[config.mk]
export PLATFORM = sky130hd
export DESIGN_NAME = aes_counter_keystream_generator_flat
export DESIGN_NICKNAME = d
export VERILOG_FILES = /design/src/design/ackg_pkg.sv /design/src/design/ackg_stream_if.sv /design/src/design/aes_counter_keystream_generator.sv /design/src/design/ackg_ram.sv /design/src/design/ackg_core.sv /design/src/flat_wrapper.sv
export VERILOG_INCLUDE_DIRS = /design/src /design/src/design
export SDC_FILE = /design/constraint.sdc
export NUM_CORES = 1
export LEC_CHECK = 0
export BUFFER_PORTS_ARGS = -buffer_cell sky130_fd_sc_hd__buf_2
export CORE_MARGIN = 5
export CORE_UTILIZATION = 40
export DETAILED_ROUTE_END_ITERATION = 10
export PLACE_DENSITY = 0.88
export SKIP_LAST_GASP = 1
export SLEW_MARGIN = 20
export SYNTH_ARGS = -nofsm -noshare
export SYNTH_HDL_FRONTEND = slang
export SYNTH_SLANG_ARGS = --single-unit
[constraint.sdc]
create_clock -name i_clk -period 1.6 [get_ports i_clk]
set_input_delay 0.24 -clock i_clk [delete_from_list [all_inputs] [get_ports i_clk]]
set_output_delay 0.24 -clock i_clk [all_outputs]
set_load 0.03 [all_outputs]
[src/design/aes_counter_keystream_generator_macros.svh]
// Assertion helpers for the top-level design file.
`ifndef AES_COUNTER_KEYSTREAM_GENERATOR_MACROS_SVH
`define AES_COUNTER_KEYSTREAM_GENERATOR_MACROS_SVH
// Implication checked on every rising clock edge, suppressed while reset is low.
`define ACKG_ASSERT_IMP(lbl, clk, rst_n, ante, cons, msg) \
    lbl: assert property (@(posedge clk) disable iff (!rst_n) (ante) |-> (cons)) \
        else $error(msg);
// Implication whose consequent is checked in the next cycle.
`define ACKG_ASSERT_NEXT(lbl, clk, rst_n, ante, cons, msg) \
    lbl: assert property (@(posedge clk) disable iff (!rst_n) (ante) |=> (cons)) \
        else $error(msg);
`endif

[src/design/ackg_pkg.sv]
// ----------------------------------------------------------------------------
// ackg_pkg
// Types, constants and AES helper functions for the keystream generator.
// ----------------------------------------------------------------------------
package ackg_pkg;
    localparam int unsigned MAX_REQUEST_DEF = 64;
    localparam int unsigned BLK_BYTES = 16;
    localparam int unsigned CFG_W = 64;
    localparam int unsigned CFG_IDX_W = 3;
    localparam int unsigned NUM_ROUNDS = 10;

    typedef enum logic [2:0] {
        CFG_KEY_HI = 3'd0,
        CFG_KEY_LO = 3'd1,
        CFG_CTR_HI = 3'd2,
        CFG_CTR_LO = 3'd3,
        CFG_LEN    = 3'd4
    } t_cfg_idx;

    typedef enum logic [2:0] {
        ST_KEXP,
        ST_IDLE,
        ST_OUT,
        ST_WAIT
    } t_state;

    // Handshake between sequencer and cipher core.
    typedef struct packed {
        logic start;
        logic busy;
        logic done;
    } t_core_ctl;

    function automatic logic [7:0] sbox(input logic [7:0] x);
        logic [7:0] t [256];
        t = '{
8'h63,8'h7c,8'h77,8'h7b,8'hf2,8'h6b,8'h6f,8'hc5,8'h30,8'h01,8'h67,8'h2b,8'hfe,8'hd7,8'hab,8'h76,
8'hca,8'h82,8'hc9,8'h7d,8'hfa,8'h59,8'h47,8'hf0,8'had,8'hd4,8'ha2,8'haf,8'h9c,8'ha4,8'h72,8'hc0,
8'hb7,8'hfd,8'h93,8'h26,8'h36,8'h3f,8'hf7,8'hcc,8'h34,8'ha5,8'he5,8'hf1,8'h71,8'hd8,8'h31,8'h15,
8'h04,8'hc7,8'h23,8'hc3,8'h18,8'h96,8'h05,8'h9a,8'h07,8'h12,8'h80,8'he2,8'heb,8'h27,8'hb2,8'h75,
8'h09,8'h83,8'h2c,8'h1a,8'h1b,8'h6e,8'h5a,8'ha0,8'h52,8'h3b,8'hd6,8'hb3,8'h29,8'he3,8'h2f,8'h84,
8'h53,8'hd1,8'h00,8'hed,8'h20,8'hfc,8'hb1,8'h5b,8'h6a,8'hcb,8'hbe,8'h39,8'h4a,8'h4c,8'h58,8'hcf,
8'hd0,8'hef,8'haa,8'hfb,8'h43,8'h4d,8'h33,8'h85,8'h45,8'hf9,8'h02,8'h7f,8'h50,8'h3c,8'h9f,8'ha8,
8'h51,8'ha3,8'h40,8'h8f,8'h92,8'h9d,8'h38,8'hf5,8'hbc,8'hb6,8'hda,8'h21,8'h10,8'hff,8'hf3,8'hd2,
8'hcd,8'h0c,8'h13,8'hec,8'h5f,8'h97,8'h44,8'h17,8'hc4,8'ha7,8'h7e,8'h3d,8'h64,8'h5d,8'h19,8'h73,
8'h60,8'h81,8'h4f,8'hdc,8'h22,8'h2a,8'h90,8'h88,8'h46,8'hee,8'hb8,8'h14,8'hde,8'h5e,8'h0b,8'hdb,
8'he0,8'h32,8'h3a,8'h0a,8'h49,8'h06,8'h24,8'h5c,8'hc2,8'hd3,8'hac,8'h62,8'h91,8'h95,8'he4,8'h79,
8'he7,8'hc8,8'h37,8'h6d,8'h8d,8'hd5,8'h4e,8'ha9,8'h6c,8'h56,8'hf4,8'hea,8'h65,8'h7a,8'hae,8'h08,
8'hba,8'h78,8'h25,8'h2e,8'h1c,8'ha6,8'hb4,8'hc6,8'he8,8'hdd,8'h74,8'h1f,8'h4b,8'hbd,8'h8b,8'h8a,
8'h70,8'h3e,8'hb5,8'h66,8'h48,8'h03,8'hf6,8'h0e,8'h61,8'h35,8'h57,8'hb9,8'h86,8'hc1,8'h1d,8'h9e,
8'he1,8'hf8,8'h98,8'h11,8'h69,8'hd9,8'h8e,8'h94,8'h9b,8'h1e,8'h87,8'he9,8'hce,8'h55,8'h28,8'hdf,
8'h8c,8'ha1,8'h89,8'h0d,8'hbf,8'he6,8'h42,8'h68,8'h41,8'h99,8'h2d,8'h0f,8'hb0,8'h54,8'hbb,8'h16};
        return t[x];
    endfunction

    function automatic logic [31:0] sub_word(input logic [31:0] w);
        return {sbox(w[31:24]), sbox(w[23:16]), sbox(w[15:8]), sbox(w[7:0])};
    endfunction

    function automatic logic [7:0] xtime(input logic [7:0] x);
        return {x[6:0], 1'b0} ^ (x[7] ? 8'h1b : 8'h00);
    endfunction

    // Next round key from the previous one; rc is the round constant.
    function automatic logic [127:0] next_rkey(input logic [127:0] k, input logic [7:0] rc);
        logic [31:0] w0, w1, w2, w3, t;
        t  = sub_word({k[23:0], k[31:24]}) ^ {rc, 24'h0};
        w0 = k[127:96] ^ t;
        w1 = k[95:64] ^ w0;
        w2 = k[63:32] ^ w1;
        w3 = k[31:0] ^ w2;
        return {w0, w1, w2, w3};
    endfunction

    // One cipher round without key addition; byte 0 is the top byte.
    function automatic logic [127:0] round_fn(input logic [127:0] s, input logic last);
        logic [7:0] b [16];
        logic [7:0] t [16];
        logic [7:0] a0, a1, a2, a3, al;
        logic [127:0] r;
        for (int i = 0; i < 16; i++) b[i] = s[127 - 8*i -: 8];
        for (int i = 0; i < 16; i++) t[i] = sbox(b[((((i >> 2) + (i & 3)) & 3) << 2) | (i & 3)]);
        if (!last) begin
            for (int c = 0; c < 4; c++) begin
                a0 = t[4*c]; a1 = t[4*c+1]; a2 = t[4*c+2]; a3 = t[4*c+3];
                al = a0 ^ a1 ^ a2 ^ a3;
                t[4*c]   = a0 ^ al ^ xtime(a0 ^ a1);
                t[4*c+1] = a1 ^ al ^ xtime(a1 ^ a2);
                t[4*c+2] = a2 ^ al ^ xtime(a2 ^ a3);
                t[4*c+3] = a3 ^ al ^ xtime(a3 ^ a0);
            end
        end
        for (int i = 0; i < 16; i++) r[127 - 8*i -: 8] = t[i];
        return r;
    endfunction
endpackage

[src/design/ackg_stream_if.sv]
// ----------------------------------------------------------------------------
// ackg_stream_if
// Valid/ready channel carrying a generic payload.
// ----------------------------------------------------------------------------
interface ackg_stream_if #(parameter type T = logic) ();
    logic valid;
    logic ready;
    T     data;
    modport source (output valid, output data, input ready);
    modport sink (input valid, input data, output ready);
endinterface

[src/design/aes_counter_keystream_generator.sv]
// ----------------------------------------------------------------------------
// aes_counter_keystream_generator
// AES-128 counter-mode keystream generator, one byte per result.
// ----------------------------------------------------------------------------
// Usage:
//   The request channel carries byte_count (1..64, larger values saturate,
//   zero gives nothing). The result channel returns one keystream byte per
//   item, with last_byte set on the final byte of each request.
//   Configuration writes set the seed; any write to a listed register
//   restarts generation and re-expands the key (requests not ready then).
//   When a fresh block is needed, the first byte waits for the cipher
//   core; when leftover bytes remain, it comes from the stored block.
//   Each 16-byte block is computed by the single shared round unit, and
//   no byte is shown while that unit runs.
//   One request is handled at a time; the request channel is not ready
//   until the last byte is taken. A stalled receiver holds the current
//   byte in the output register.
//   Reset loads an all-zero seed and expands the zero key.
// ----------------------------------------------------------------------------
`include "aes_counter_keystream_generator_macros.svh"
module aes_counter_keystream_generator
    import ackg_pkg::*;
#(
    parameter int unsigned MAX_REQUEST = MAX_REQUEST_DEF
) (
    input  logic                 i_clk,
    input  logic                 i_rst_n,
    input  logic                 i_cfg_we,
    input  logic [CFG_IDX_W-1:0] i_cfg_idx,
    input  logic [CFG_W-1:0]     i_cfg_data,
    ackg_stream_if.sink          req,
    ackg_stream_if.source        rsp
);
    localparam int unsigned RW = $clog2(MAX_REQUEST + 1);

    logic [63:0]  r_seed [4];
    logic [5:0]   r_len;
    logic [127:0] r_ctr, n_ctr;
    logic [127:0] r_spare;
    logic [3:0]   r_pos, n_pos;
    logic [RW-1:0] r_left, n_left;
    logic         r_kexp, n_kexp;
    logic         r_restart;
    t_state       r_state, n_state;
    logic [7:0]   r_byte, n_byte;
    logic         r_last, n_last;
    logic         r_start;
    t_core_ctl    w_ctl;
    logic [127:0] w_ct;
    logic [255:0] w_seed;
    logic [6:0]   w_req;
    logic         w_cfg_hit;

    // Seed bytes beyond the length read as zero.
    always_comb begin
        w_seed = {r_seed[0], r_seed[1], r_seed[2], r_seed[3]};
        for (int i = 0; i < 32; i++) begin
            if (6'(i) >= r_len) w_seed[255 - 8*i -: 8] = 8'h00;
        end
    end

    assign w_cfg_hit = i_cfg_we && (i_cfg_idx <= CFG_LEN);
    assign w_req = (req.data > 7'(MAX_REQUEST)) ? 7'(MAX_REQUEST) : req.data;

    always_ff @(posedge i_clk) begin
        if (!i_rst_n) begin
            r_seed    <= '{default: '0};
            r_len     <= '0;
            r_restart <= 1'b1;
        end else begin
            r_restart <= w_cfg_hit;
            if (i_cfg_we) begin
                unique case (i_cfg_idx)
                    CFG_KEY_HI: r_seed[0] <= i_cfg_data;
                    CFG_KEY_LO: r_seed[1] <= i_cfg_data;
                    CFG_CTR_HI: r_seed[2] <= i_cfg_data;
                    CFG_CTR_LO: r_seed[3] <= i_cfg_data;
                    CFG_LEN:    r_len <= (i_cfg_data[5:0] > 6'd32) ? 6'd32 : i_cfg_data[5:0];
                    default: ;
                endcase
            end
        end
    end

    ackg_core u_core (
        .i_clk  (i_clk),
        .i_rst_n(i_rst_n),
        .i_kexp (r_kexp),
        .i_key  (w_seed[255:128]),
        .i_start(r_start),
        .i_pt   (r_ctr),
        .o_ctl  (w_ctl),
        .o_ct   (w_ct)
    );

    // Next state
    always_comb begin
        n_state = r_state;
        unique case (r_state)
            ST_KEXP: if (!r_kexp && !w_ctl.busy && !r_restart) n_state = ST_IDLE;
            ST_IDLE: if (req.valid && w_req != '0) n_state = (r_pos == 4'd0) ? ST_WAIT : ST_OUT;
            ST_WAIT: if (w_ctl.done) n_state = ST_OUT;
            ST_OUT: begin
                if (rsp.ready) begin
                    if (r_last) n_state = ST_IDLE;
                    else if (r_pos == 4'd0) n_state = ST_WAIT;
                end
            end
            default: n_state = ST_IDLE;
        endcase
        if (r_restart) n_state = ST_KEXP;
    end

    // Datapath and outputs
    always_comb begin
        n_ctr  = r_ctr;
        n_pos  = r_pos;
        n_left = r_left;
        n_kexp = 1'b0;
        n_byte = r_byte;
        n_last = r_last;
        unique case (r_state)
            ST_KEXP: ;
            ST_IDLE: begin
                if (req.valid && w_req != '0) begin
                    n_left = RW'(w_req);
                    if (r_pos != 4'd0) begin
                        n_byte = r_spare[127 - 8*r_pos -: 8];
                        n_last = (w_req == 7'd1);
                        n_pos  = r_pos + 4'd1;
                        n_left = RW'(w_req - 7'd1);
                    end
                end
            end
            ST_WAIT: begin
                if (w_ctl.done) begin
                    n_ctr  = r_ctr + 128'd1;
                    n_byte = w_ct[127:120];
                    n_last = (r_left == RW'(1));
                    n_pos  = 4'd1;
                    n_left = r_left - RW'(1);
                end
            end
            ST_OUT: begin
                if (rsp.ready && !r_last && r_pos != 4'd0) begin
                    n_byte = r_spare[127 - 8*r_pos -: 8];
                    n_last = (r_left == RW'(1));
                    n_pos  = r_pos + 4'd1;
                    n_left = r_left - RW'(1);
                end
            end
            default: ;
        endcase
        if (r_restart) begin
            n_ctr  = w_seed[127:0];
            n_pos  = '0;
            n_kexp = 1'b1;
        end
    end

    always_ff @(posedge i_clk) begin
        if (!i_rst_n) begin
            r_state <= ST_KEXP;
            r_pos   <= '0;
            r_kexp  <= 1'b0;
            r_start <= 1'b0;
            r_left  <= '0;
        end else begin
            r_state <= n_state;
            r_pos   <= n_pos;
            r_kexp  <= n_kexp;
            r_left  <= n_left;
            r_start <= (n_state == ST_WAIT) && (r_state != ST_WAIT) && !r_restart;
        end
    end

    always_ff @(posedge i_clk) begin
        r_ctr  <= n_ctr;
        r_byte <= n_byte;
        r_last <= n_last;
        if (r_state == ST_WAIT && w_ctl.done) begin
            r_spare <= w_ct;
        end
    end

    assign req.ready = (r_state == ST_IDLE) && !r_restart;
    assign rsp.valid = (r_state == ST_OUT);
    assign rsp.data  = {r_byte, r_last};

    `ACKG_ASSERT_IMP(a_no_out_busy, i_clk, i_rst_n, rsp.valid, !w_ctl.busy,
        "result shown while cipher runs")
    `ACKG_ASSERT_IMP(a_req_idle, i_clk, i_rst_n, req.ready, !rsp.valid && !w_ctl.busy,
        "request taken while busy")
    `ACKG_ASSERT_NEXT(a_last_idle, i_clk, i_rst_n,
        rsp.valid && rsp.ready && r_last && !r_restart, r_state == ST_IDLE,
        "no return to idle after last byte")
endmodule

[src/design/ackg_ram.sv]
// ----------------------------------------------------------------------------
// ackg_ram
// Generic single-port RAM with registered read.
// ----------------------------------------------------------------------------
module ackg_ram #(
    parameter int unsigned WIDTH = 128,
    parameter int unsigned DEPTH = 11
) (
    input  logic                     i_clk,
    input  logic                     i_we,
    input  logic [$clog2(DEPTH)-1:0] i_addr,
    input  logic [WIDTH-1:0]         i_wdata,
    output logic [WIDTH-1:0]         o_rdata
);
    logic [WIDTH-1:0] r_mem [DEPTH];

    always_ff @(posedge i_clk) begin
        if (i_we) begin
            r_mem[i_addr] <= i_wdata;
        end
        o_rdata <= r_mem[i_addr];
    end
endmodule

[src/design/ackg_core.sv]
// ----------------------------------------------------------------------------
// ackg_core
// Iterative AES-128 encryptor: one shared round unit, round keys in a RAM.
// ----------------------------------------------------------------------------
module ackg_core
    import ackg_pkg::*;
(
    input  logic          i_clk,
    input  logic          i_rst_n,
    input  logic          i_kexp,      // expand key from i_key
    input  logic [127:0]  i_key,
    input  logic          i_start,
    input  logic [127:0]  i_pt,
    output t_core_ctl     o_ctl,
    output logic [127:0]  o_ct
);
    logic [3:0]   r_rnd;
    logic         r_kbusy;
    logic         r_ebusy;
    logic [127:0] r_key;
    logic [127:0] r_st;
    logic [7:0]   r_rc;
    logic         r_done;
    logic [127:0] w_rk;
    logic [3:0]   w_addr;
    logic         w_we;

    // Key expansion writes round r_rnd; encryption reads the key one round ahead.
    assign w_we   = r_kbusy;
    assign w_addr = r_kbusy ? r_rnd : ((i_start && !r_ebusy) ? 4'd0 : r_rnd + 4'd1);

    ackg_ram #(.WIDTH(128), .DEPTH(NUM_ROUNDS + 1)) u_rk (
        .i_clk  (i_clk),
        .i_we   (w_we),
        .i_addr (w_addr),
        .i_wdata(r_key),
        .o_rdata(w_rk)
    );

    always_ff @(posedge i_clk) begin
        if (!i_rst_n) begin
            r_kbusy <= 1'b0;
            r_ebusy <= 1'b0;
            r_done  <= 1'b0;
            r_rnd   <= '0;
        end else begin
            r_done <= 1'b0;
            if (i_kexp) begin
                r_kbusy <= 1'b1;
                r_ebusy <= 1'b0;
                r_rnd   <= '0;
                r_key   <= i_key;
                r_rc    <= 8'h01;
            end else if (r_kbusy) begin
                r_key <= next_rkey(r_key, r_rc);
                r_rc  <= xtime(r_rc);
                r_rnd <= r_rnd + 4'd1;
                if (r_rnd == 4'(NUM_ROUNDS)) begin
                    r_kbusy <= 1'b0;
                end
            end else if (i_start && !r_ebusy) begin
                r_ebusy <= 1'b1;
                r_rnd   <= '0;
                r_st    <= i_pt;
            end else if (r_ebusy) begin
                // round 0 data at rnd 0 holds key 0
                if (r_rnd == 4'd0) begin
                    r_st <= r_st ^ w_rk;
                end else begin
                    r_st <= round_fn(r_st, r_rnd == 4'(NUM_ROUNDS)) ^ w_rk;
                end
                r_rnd <= r_rnd + 4'd1;
                if (r_rnd == 4'(NUM_ROUNDS)) begin
                    r_ebusy <= 1'b0;
                    r_done  <= 1'b1;
                end
            end
        end
    end

    // Round function applied in the same cycle the key for that round arrives.
    assign o_ctl.start = i_start;
    assign o_ctl.busy  = r_kbusy | r_ebusy;
    assign o_ctl.done  = r_done;
    assign o_ct        = r_st;
endmodule
[src/flat_wrapper.sv]
// flat-port wrapper written by rule: the top's interface ports become plain ports
module aes_counter_keystream_generator_flat import ackg_pkg::*;
#(
    parameter int unsigned MAX_REQUEST = MAX_REQUEST_DEF
)
  (i_clk, i_rst_n, i_cfg_we, i_cfg_idx, i_cfg_data, req_valid, req_data, req_ready, rsp_valid, rsp_data, rsp_ready);
  ackg_stream_if req_i ();
  ackg_stream_if rsp_i ();
  input  logic i_clk;
  input  logic i_rst_n;
  input  logic i_cfg_we;
  input  logic [CFG_IDX_W-1:0] i_cfg_idx;
  input  logic [CFG_W-1:0] i_cfg_data;
  input wire logic [$bits(req_i.valid)-1:0] req_valid;
  input wire logic [$bits(req_i.data)-1:0] req_data;
  output wire logic [$bits(req_i.ready)-1:0] req_ready;
  output wire logic [$bits(rsp_i.valid)-1:0] rsp_valid;
  output wire logic [$bits(rsp_i.data)-1:0] rsp_data;
  input wire logic [$bits(rsp_i.ready)-1:0] rsp_ready;
  assign req_i.valid = req_valid;
  assign req_i.data = req_data;
  assign req_ready = req_i.ready;
  assign rsp_valid = rsp_i.valid;
  assign rsp_data = rsp_i.data;
  assign rsp_i.ready = rsp_ready;
  aes_counter_keystream_generator #(.MAX_REQUEST(MAX_REQUEST)) u_core (.i_clk(i_clk), .i_rst_n(i_rst_n), .i_cfg_we(i_cfg_we), .i_cfg_idx(i_cfg_idx), .i_cfg_data(i_cfg_data), .req(req_i), .rsp(rsp_i));
endmodule
==> impl_metrics.ini, run 1 <==
[yosys]
yosysTopAreaCellShare_pct = 33.9
yosys-top-cells-area = dfxtp_1 (34%), ha_1 (6.2%), o21ai_0 (4.2%), nor2_1 (4.0%), inv_1 (3.7%)
synth_most_common_cell = dfxtp_1
synth_area_leader_cell = dfxtp_1
yosysWarnings = 0
netlist_instances = 171
async_flop_share_pct = 0
synth_common_cells = dfxtp_1 (24), nor2_1 (15), inv_1 (14), o21ai_0 (12), nand2_1 (11)
synth_nets = 251
syn_area_mm2 = 0.00142
ys_ff_latch = 25
yosysSeqAreaShare_pct = 36.0
synthFlopType = dfxtp_1
synth_cell_types = 43
avgSynthCellArea_um2 = 8.28
synth_edf_count = 1

[pwr]
cellLeakagePower_uw = 0.000777
vdd_drop_max_v = 0.000412
power_density_mw_per_mm2 = 545

[critical_path]
path_class = reg2reg
crit_path_max_fanout = 5
cp-end-kind = flop
critPathLaunchType = flop
cp_data_required_time_ps = 1830
worstPathArrival_ps = 1920

[placement]
gp_congestion = 0.913
portBuffers = 11
dp_worst_setup_slack_ps = -127
hpwl_um = 2740
placedCellCount = 255

[clock_tree]
cts_max_path_buffers = 2
cts.clk_slew.worst_paths_ps = 140
cts_tree = built
insertion_delay_ps = 330
cts_htree_levels = 1
cts_sinks = 25
cts_made_buffers = 3
root_buffer = clkbuf_4

[final_layout]
finish.net_count = 301
syn_to_final_growth_pct = 39.8
fillers = 269
drive_above_1_share_pct = 39.5
stdcell_count = 266
diodes = 0

[run]
maxCapViolCount = 0

[routing]
drtIter0Drc = 66
routed_wl_um = 4020
vias = 1528
via_per_inst = 5.74
drc_errors = 0
first_pass_iters = 4
ant_nets = 0
wire_per_inst_um = 15.1

[global_routing]
antenna_found_initial = 0
grt_usage_pct = 15.6
overflow = 0
grt_max_degree = 16
grt_pass1_wl_um = 6310
grt_pass1_vias = 1411

[floorplan]
die_w_um = 69.5
num_io_pins = 76
dieArea_mm2 = 0.00483
die_height_um = 69.5
rows = 21
start_util_pct = 41.8
core_mm2 = 0.00339

[outcome]
status = finished with violations
violations = setup timing

[sta]
fmax_mhz = 593
setup_ws_ps = -87.4
tns_ps = -413
final.period_utilization_pct = 105
hold_viol = 0
drv_slew = 0
finalCriticalPeriod_ps = 1690
clock_skew_ps = 7.56
rsz0062_at_grt = true
setup_viol = 9

[min_path]
hold_class = in2reg
flip-flops by register name (all words and copies together) (netlist names):
signal / count
u_core.r_state: 3
u_core.u_core.r_kbusy: 1
u_core.r_restart: 1
u_core.rsp.data: 1
u_core.r_left: 7
u_core.u_core.r_ebusy: 1
u_core.u_core.r_rnd: 4
u_core.u_core.r_done: 1
u_core.r_pos: 4
u_core.r_kexp: 1
u_core.r_start: 1
where the power goes:
group | total (uW) | switching, uW | internal (uW) | leakage, uW
Combinational | 125 | 69.5 | 55.6 | 0.000552
Clock | 301 | 204 | 97.6 | 0.0000183
Sequential | 652 | 15.6 | 636 | 0.000208
metal layers:
metal	up-vias	global-route usage (%)	part of all wire, %	wire [um]
met2	56	27.9	52	2070
met1	717	18.9	41	1650
met5	-	0	0	0
li1	736	-	-	-
met4	0	6.07	3.0	120
met3	19	1.88	4.6	184
cell usage in the layout (no fill, tap or decap), drive strengths merged, types with 7 or more instances in the layout:
| cell | count |
|---|---|
| nor2 | 15 |
| ha | 7 |
| o21ai | 12 |
| nand2 | 11 |
| buf | 52 |
| dfxtp | 24 |
| a21oi | 9 |
| inv | 15 |
worst max-delay path, stage by stage (launching register included):
cell      delay (ps)
dfxtp_4          390
buf_4            140
buf_4            130
a311oi_1         370
buf_4            230
a31oi_1           80
a311oi_1         260
stage by stage:
step / utilization, % / power (uW) / area [um^2] / hold WS [ps]
after CTS: 55.5 / 1070 / 1880 / 103
after floorplan: - / 724 / 1440 / 347
after detailed placement: 52.3 / 773 / 1770 / 439
after global routing: 58.4 / 1130 / 1980 / 114
final: 58.4 / 1080 / 1980 / 106
after global placement: 52.3 / 768 / 1770 / 441
worst paths after layout:
kind                     startpoint               endpoint  slack [ps]  cells past startpoint
hold / removal             i_cfg_we       u_core.r_restart         110                      3
setup reg to reg  u_core.r_state[1]        u_core.r_pos[0]         -90                      6
hold reg to reg      u_core.r_start  u_core.u_core.r_ebusy         490                      2
setup / recovery  u_core.r_state[1]        u_core.r_pos[0]         -90                      6
layout make-up:
| class | instances | area (um^2) | share of cell area (%) |
|---|---|---|---|
| multi-input combinational | 125 | 927 | 46.8 |
| sequential | 25 | 523 | 26.4 |
| timing repair buffer | 52 | 390 | 19.7 |
| tap | 46 | 57.6 | 2.91 |
| inverter | 14 | 52.6 | 2.65 |
| clock buffer | 3 | 22.5 | 1.14 |
| clock inverter | 1 | 6.26 | 0.316 |
cells by family after synthesis:
group / share of synthesized area, %
adders and majority gates: 6.18
AOI/OAI and AO/OA: 28.5
buffers and inverters: 5.83
and+or+nand+nor: 23.1
DFF: 36.0
other: 0.265
what timing repair did:
action	in CTS	in global routing
hold buffers	0	0
pin swaps	9	2
setup buffers	4	3
endpoints found under the setup margin	12	15
gates resized for setup	20	21
Power figures use the tool's default switching activity.
==> run 2, diff against run 1 <==
Settings changed: ABC_AREA set to 1, PLACE_DENSITY 0.88 to 0.87, SKIP_LAST_GASP 1 to not set.
==> impl_metrics.ini, run 2 <==
[yosys]
synth_nets = 286
netlist_instances = 206
yosysTopAreaCellShare_pct = 33.7
yosys-top-cells-area = dfxtp_1 (34%), nand2_1 (10%), nor2_1 (9.5%), inv_1 (8.2%), ha_1 (6.1%)
yosysSeqAreaShare_pct = 35.8
synth_area_leader_cell = dfxtp_1
synth_edf_count = 1
async_flop_share_pct = 0
synth_most_common_cell = nand2_1
synthFlopType = dfxtp_1
synth_cell_types = 26
synth_common_cells = nand2_1 (39), nor2_1 (36), inv_1 (31), dfxtp_1 (24)
avgSynthCellArea_um2 = 6.92
yosysWarnings = 0
syn_area_mm2 = 0.00143
ys_ff_latch = 25

[final_layout]
drive_above_1_share_pct = 18.0
largestRegisters = u_core.r_left x7, u_core.r_pos x4, u_core.u_core.r_rnd x4
syn_to_final_growth_pct = 11.3
diodes = 0
finish.net_count = 303
largest_reg_flops = 7
final_cell_mix = nand2_1 (37), nor2_1 (36), inv_1 (31)
fillers = 339
largest_register = u_core.r_left
final_common_cell = nand2_1

[pwr]
power_frac_seq_pct = 62.8
p_int_uw = 771
total_power_uw = 1040
netSwitchingPower_uw = 270
pwr-share-clk_pct = 28.7
p_sw_share_pct = 25.9
vdd_drop_max_v = 0.000225
cellLeakagePower_uw = 0.000756
pwr-share-comb_pct = 8.5
power_density_mw_per_mm2 = 656

[clock_tree]
cts.clk_slew.worst_paths_ps = 140
insertion_delay_ps = 330
cts_sinks = 25
cts_made_buffers = 3
cts_max_path_buffers = 2
cts_tree = built
cts_htree_levels = 1
root_buffer = clkbuf_4

[routing]
wire_per_inst_um = 10.1
via_per_inst = 4.75
drtIter0Drc = 69
routed_wl_um = 2720
drc_errors = 0
ant_nets = 0
vias = 1272
first_pass_iters = 4

[global_routing]
grt_pass1_wl_um = 4820
grt_pass1_vias = 1168
grt_usage_pct = 11.9
grt_max_degree = 16
antenna_found_initial = 0
overflow = 0

[sta]
hold_viol = 0
finalCriticalPeriod_ps = 1480
rsz0062_at_grt = false
drv_slew = 0
final.period_utilization_pct = 92.5
setup_viol = 0
tns_ps = 0
fmax_mhz = 676
clock_skew_ps = 8.33

[floorplan]
die_w_um = 69.7
die_height_um = 69.7
rows = 21
dieArea_mm2 = 0.00486
start_util_pct = 42.0
num_io_pins = 76
core_mm2 = 0.00339

[placement]
portBuffers = 11
hpwl_um = 2090
gp_congestion = 0.815

[critical_path]
worstPathArrival_ps = 1240
critPathLaunchType = flop
path_class = reg2out
cp-end-kind = output port
cp_data_required_time_ps = 1360
crit_path_max_fanout = 8

[min_path]
hold_class = in2reg

[outcome]
status = finished, final reports clean

[run]
maxCapViolCount = 0
## run 2: cell count changes in the layout (fill, tap and decap cells not counted), moves of 4 or more
cell      before  now
a311oi_1       5    0
buf_4         37    2
buf_6          6    0
inv_1         11   31
nand2_1       10   37
nand2_2        1    5
nand2_4        0    4
nand3_1        3   12
nand4_1        1    5
nor2_1        14   36
nor2b_1        4    0
o31ai_1        4    0
## run 2: path summary, 6_finish.rpt
path	cells past startpoint	endpoint	slack, ps	start
min reg2reg	2	u_core.u_core.r_done	480	u_core.u_core.r_ebusy
max	4	rsp_valid	120	u_core.r_state[2]
max reg2reg	10	u_core.r_left[5]	140	u_core.r_pos[0]
min	3	u_core.r_restart	100	i_cfg_we
## run 2: logic make-up after synthesis
logic type                 share of synthesized area (%)
AOI/OAI and AO/OA                                   10.1
xor gates and xnor gates                            1.84
adders and majority gates                           6.15
buffers and inverters                               8.96
DFF                                                 35.8
other                                              0.263
and+or+nand+nor                                     36.9
## run 2: metal layers
metal | track usage (%) | part of all wire (%)
met5 | 0 | 0
met4 | 5.74 | 2.7
met3 | 3.19 | 3.9
met2 | 19.2 | 45
met1 | 14.6 | 48
## run 2: timing repair
action | CTS | global route
endpoints found under the setup margin | 1 | 10
gates resized for setup | 1 | 6
pin swaps | 0 | 1
hold buffers | 0 | 0
setup buffers | 0 | 1
## run 2: stage by stage
| stage | cell area, um^2 | hold slack [ps] | setup slack [ps] | instances | util, % |
|---|---|---|---|---|---|
| after floorplan | 1430 | 309 | 195 | 206 | - |
| after detailed placement | 1540 | 439 | 46.5 | 263 | 45.4 |
| after global routing | 1590 | 89.4 | 9.86 | 268 | 46.8 |
| after global placement | 1540 | 444 | 86.2 | 263 | 45.4 |
| after CTS | 1570 | 92.2 | 9.84 | 267 | 46.3 |
| final | 1590 | 99.2 | 120 | 268 | 46.8 |
## run 2: power by group through the flow
stage | Combinational [uW] | Clock, uW | Sequential (uW)
final | 88.8 | 298 | 653
after global placement | 85.7 | 0 | 666
after floorplan | 62.0 | 0 | 664
after detailed placement | 88.0 | 0 | 667
after global routing | 104 | 341 | 656
after CTS | 89.0 | 311 | 654
## run 2: layout make-up
cell class / instances / area, um^2 / area share, %
inverters: 34 / 128 / 8.04
flip-flops and latches: 25 / 515 / 32.5
repair buffers: 12 / 65.1 / 4.10
multi-input cells: 147 / 792 / 49.9
clock inverters: 1 / 6.26 / 0.394
clock buffers: 3 / 22.5 / 1.42
well taps: 46 / 57.6 / 3.63
## run 2: critical path, stage by stage, from the launching register on
cell	delay, ps
dfxtp_1	380
inv_2	100
nand2_4	90
nor2_4	140
buf_2	220
==> run 3, diff against run 2 <==
Settings changed: RECOVER_POWER set to 100.
==> impl_metrics.ini, run 3 (synthesis results as in run 2) <==
[outcome]
status = finished, final reports clean

[sta]
clock_skew_ps = 8.33
rsz0062_at_grt = false
hold_viol = 0
setup_viol = 0
final.period_utilization_pct = 93.3
tns_ps = 0
finalCriticalPeriod_ps = 1490
fmax_mhz = 670
drv_slew = 0

[routing]
vias = 1268
drtIter0Drc = 69
ant_nets = 0
first_pass_iters = 4
routed_wl_um = 2720
drc_errors = 0
wire_per_inst_um = 10.2
via_per_inst = 4.73

[pwr]
p_int_uw = 770
pwr-share-clk_pct = 28.7
vdd_drop_max_v = 0.000225
cellLeakagePower_uw = 0.000752
power_density_mw_per_mm2 = 658
power_frac_seq_pct = 62.8
pwr-share-comb_pct = 8.5
netSwitchingPower_uw = 269
p_sw_share_pct = 25.9

[global_routing]
grt_pass1_vias = 1168
antenna_found_initial = 0
grt_pass1_wl_um = 4820
grt_max_degree = 16
overflow = 0
grt_usage_pct = 11.9

[floorplan]
core_mm2 = 0.00339
num_io_pins = 76
dieArea_mm2 = 0.00486
die_w_um = 69.7
die_height_um = 69.7
rows = 21
start_util_pct = 42.0

[min_path]
hold_class = in2reg

[clock_tree]
cts_max_path_buffers = 2
insertion_delay_ps = 330
cts_made_buffers = 3
cts.clk_slew.worst_paths_ps = 150
cts_tree = built
cts_htree_levels = 1
cts_sinks = 25
root_buffer = clkbuf_4

[critical_path]
cp-end-kind = flop
worstPathArrival_ps = 1550
crit_path_max_fanout = 6
cp_data_required_time_ps = 1660
path_class = reg2reg
critPathLaunchType = flop
cp_cell_sequence = inv_1 > ha_1 > nand2_1 > nor2_1 > nand2_1 > nand4_2 > inv_1
cpMaxStageDelayCell = dfxtp_1
critPathMaxStageDelay_ps = 360

[final_layout]
largest_register = u_core.r_left
largestRegisters = u_core.r_left x7, u_core.r_pos x4, u_core.u_core.r_rnd x4
stdcell_count = 268
drive_above_1_share_pct = 16.7
fin_area_mm2 = 0.00158
largest_reg_flops = 7
final_cell_mix = nand2_1 (38), nor2_1 (36), inv_1 (31)
diodes = 0
final_common_cell = nand2_1
finish.net_count = 303
syn_to_final_growth_pct = 11.0

[placement]
placed_area_mm2 = 0.00154
placedCellCount = 263
gp_congestion = 0.815
portBuffers = 11
hpwl_um = 2090

[run]
maxCapViolCount = 0
run 3: power by group through the flow:
| stage | clock network (uW) | logic [uW] | registers [uW] |
|---|---|---|---|
| final | 298 | 88.4 | 653 |
| after global routing | 341 | 104 | 656 |
| after CTS | 311 | 89.0 | 654 |
| after floorplan | 0 | 62.0 | 664 |
| after global placement | 0 | 85.7 | 666 |
| after detailed placement | 0 | 88.0 | 667 |
run 3: worst paths after layout:
kind                         startpoint              endpoint  slack (ps)  depth (start not counted)
hold / removal                 i_cfg_we      u_core.r_restart         100                          3
hold reg to reg   u_core.u_core.r_ebusy  u_core.u_core.r_done         480                          2
setup / recovery        u_core.r_pos[0]       u_core.rsp.data         110                          7
setup reg to reg        u_core.r_pos[0]       u_core.rsp.data         110                          7
run 3: timing repair:
action / CTS / global route
setup buffers: 0 / 1
endpoints found under the setup margin: 1 / 10
pin swaps: 0 / 1
resized for setup: 1 / 6
hold buffers: 0 / 0
run 3: stage by stage:
step | total power, uW | hold slack [ps] | setup WS [ps] | utilization (%)
after floorplan | 726 | 309 | 195 | -
after global placement | 752 | 444 | 86.2 | 45.4
after detailed placement | 755 | 439 | 46.5 | 45.4
after CTS | 1050 | 92.2 | 9.84 | 46.3
after global routing | 1100 | 89.4 | 9.86 | 46.7
final | 1040 | 99.2 | 108 | 46.7
run 3: routing by layer:
metal / track usage, % / share of wire (%) / vias up / wire length [um]
li1: - / - / 679 / -
met1: 14.6 / 48 / 560 / 1310
met2: 19.2 / 45 / 20 / 1240
met3: 3.19 / 4.0 / 9 / 108
met4: 5.74 / 2.7 / 0 / 73
met5: 0 / 0 / - / 0
run 3: worst max-delay path, delay by kind of cell (launching register included):
family,cells,cell delay (ps)
adders and majority gates,1,210
and+or+nand+nor,4,480
buffers and inverters,2,170
DFF,1,360
run 3: layout make-up:
cell class | count | area [um^2]
flip-flops and latches | 25 | 514
clock inverters | 1 | 6.26
clock buffers | 3 | 22.5
repair buffers | 12 | 63.8
multi-input cells | 147 | 790
fillers | 342 | 1810
inverters | 34 | 128
well taps | 46 | 57.6
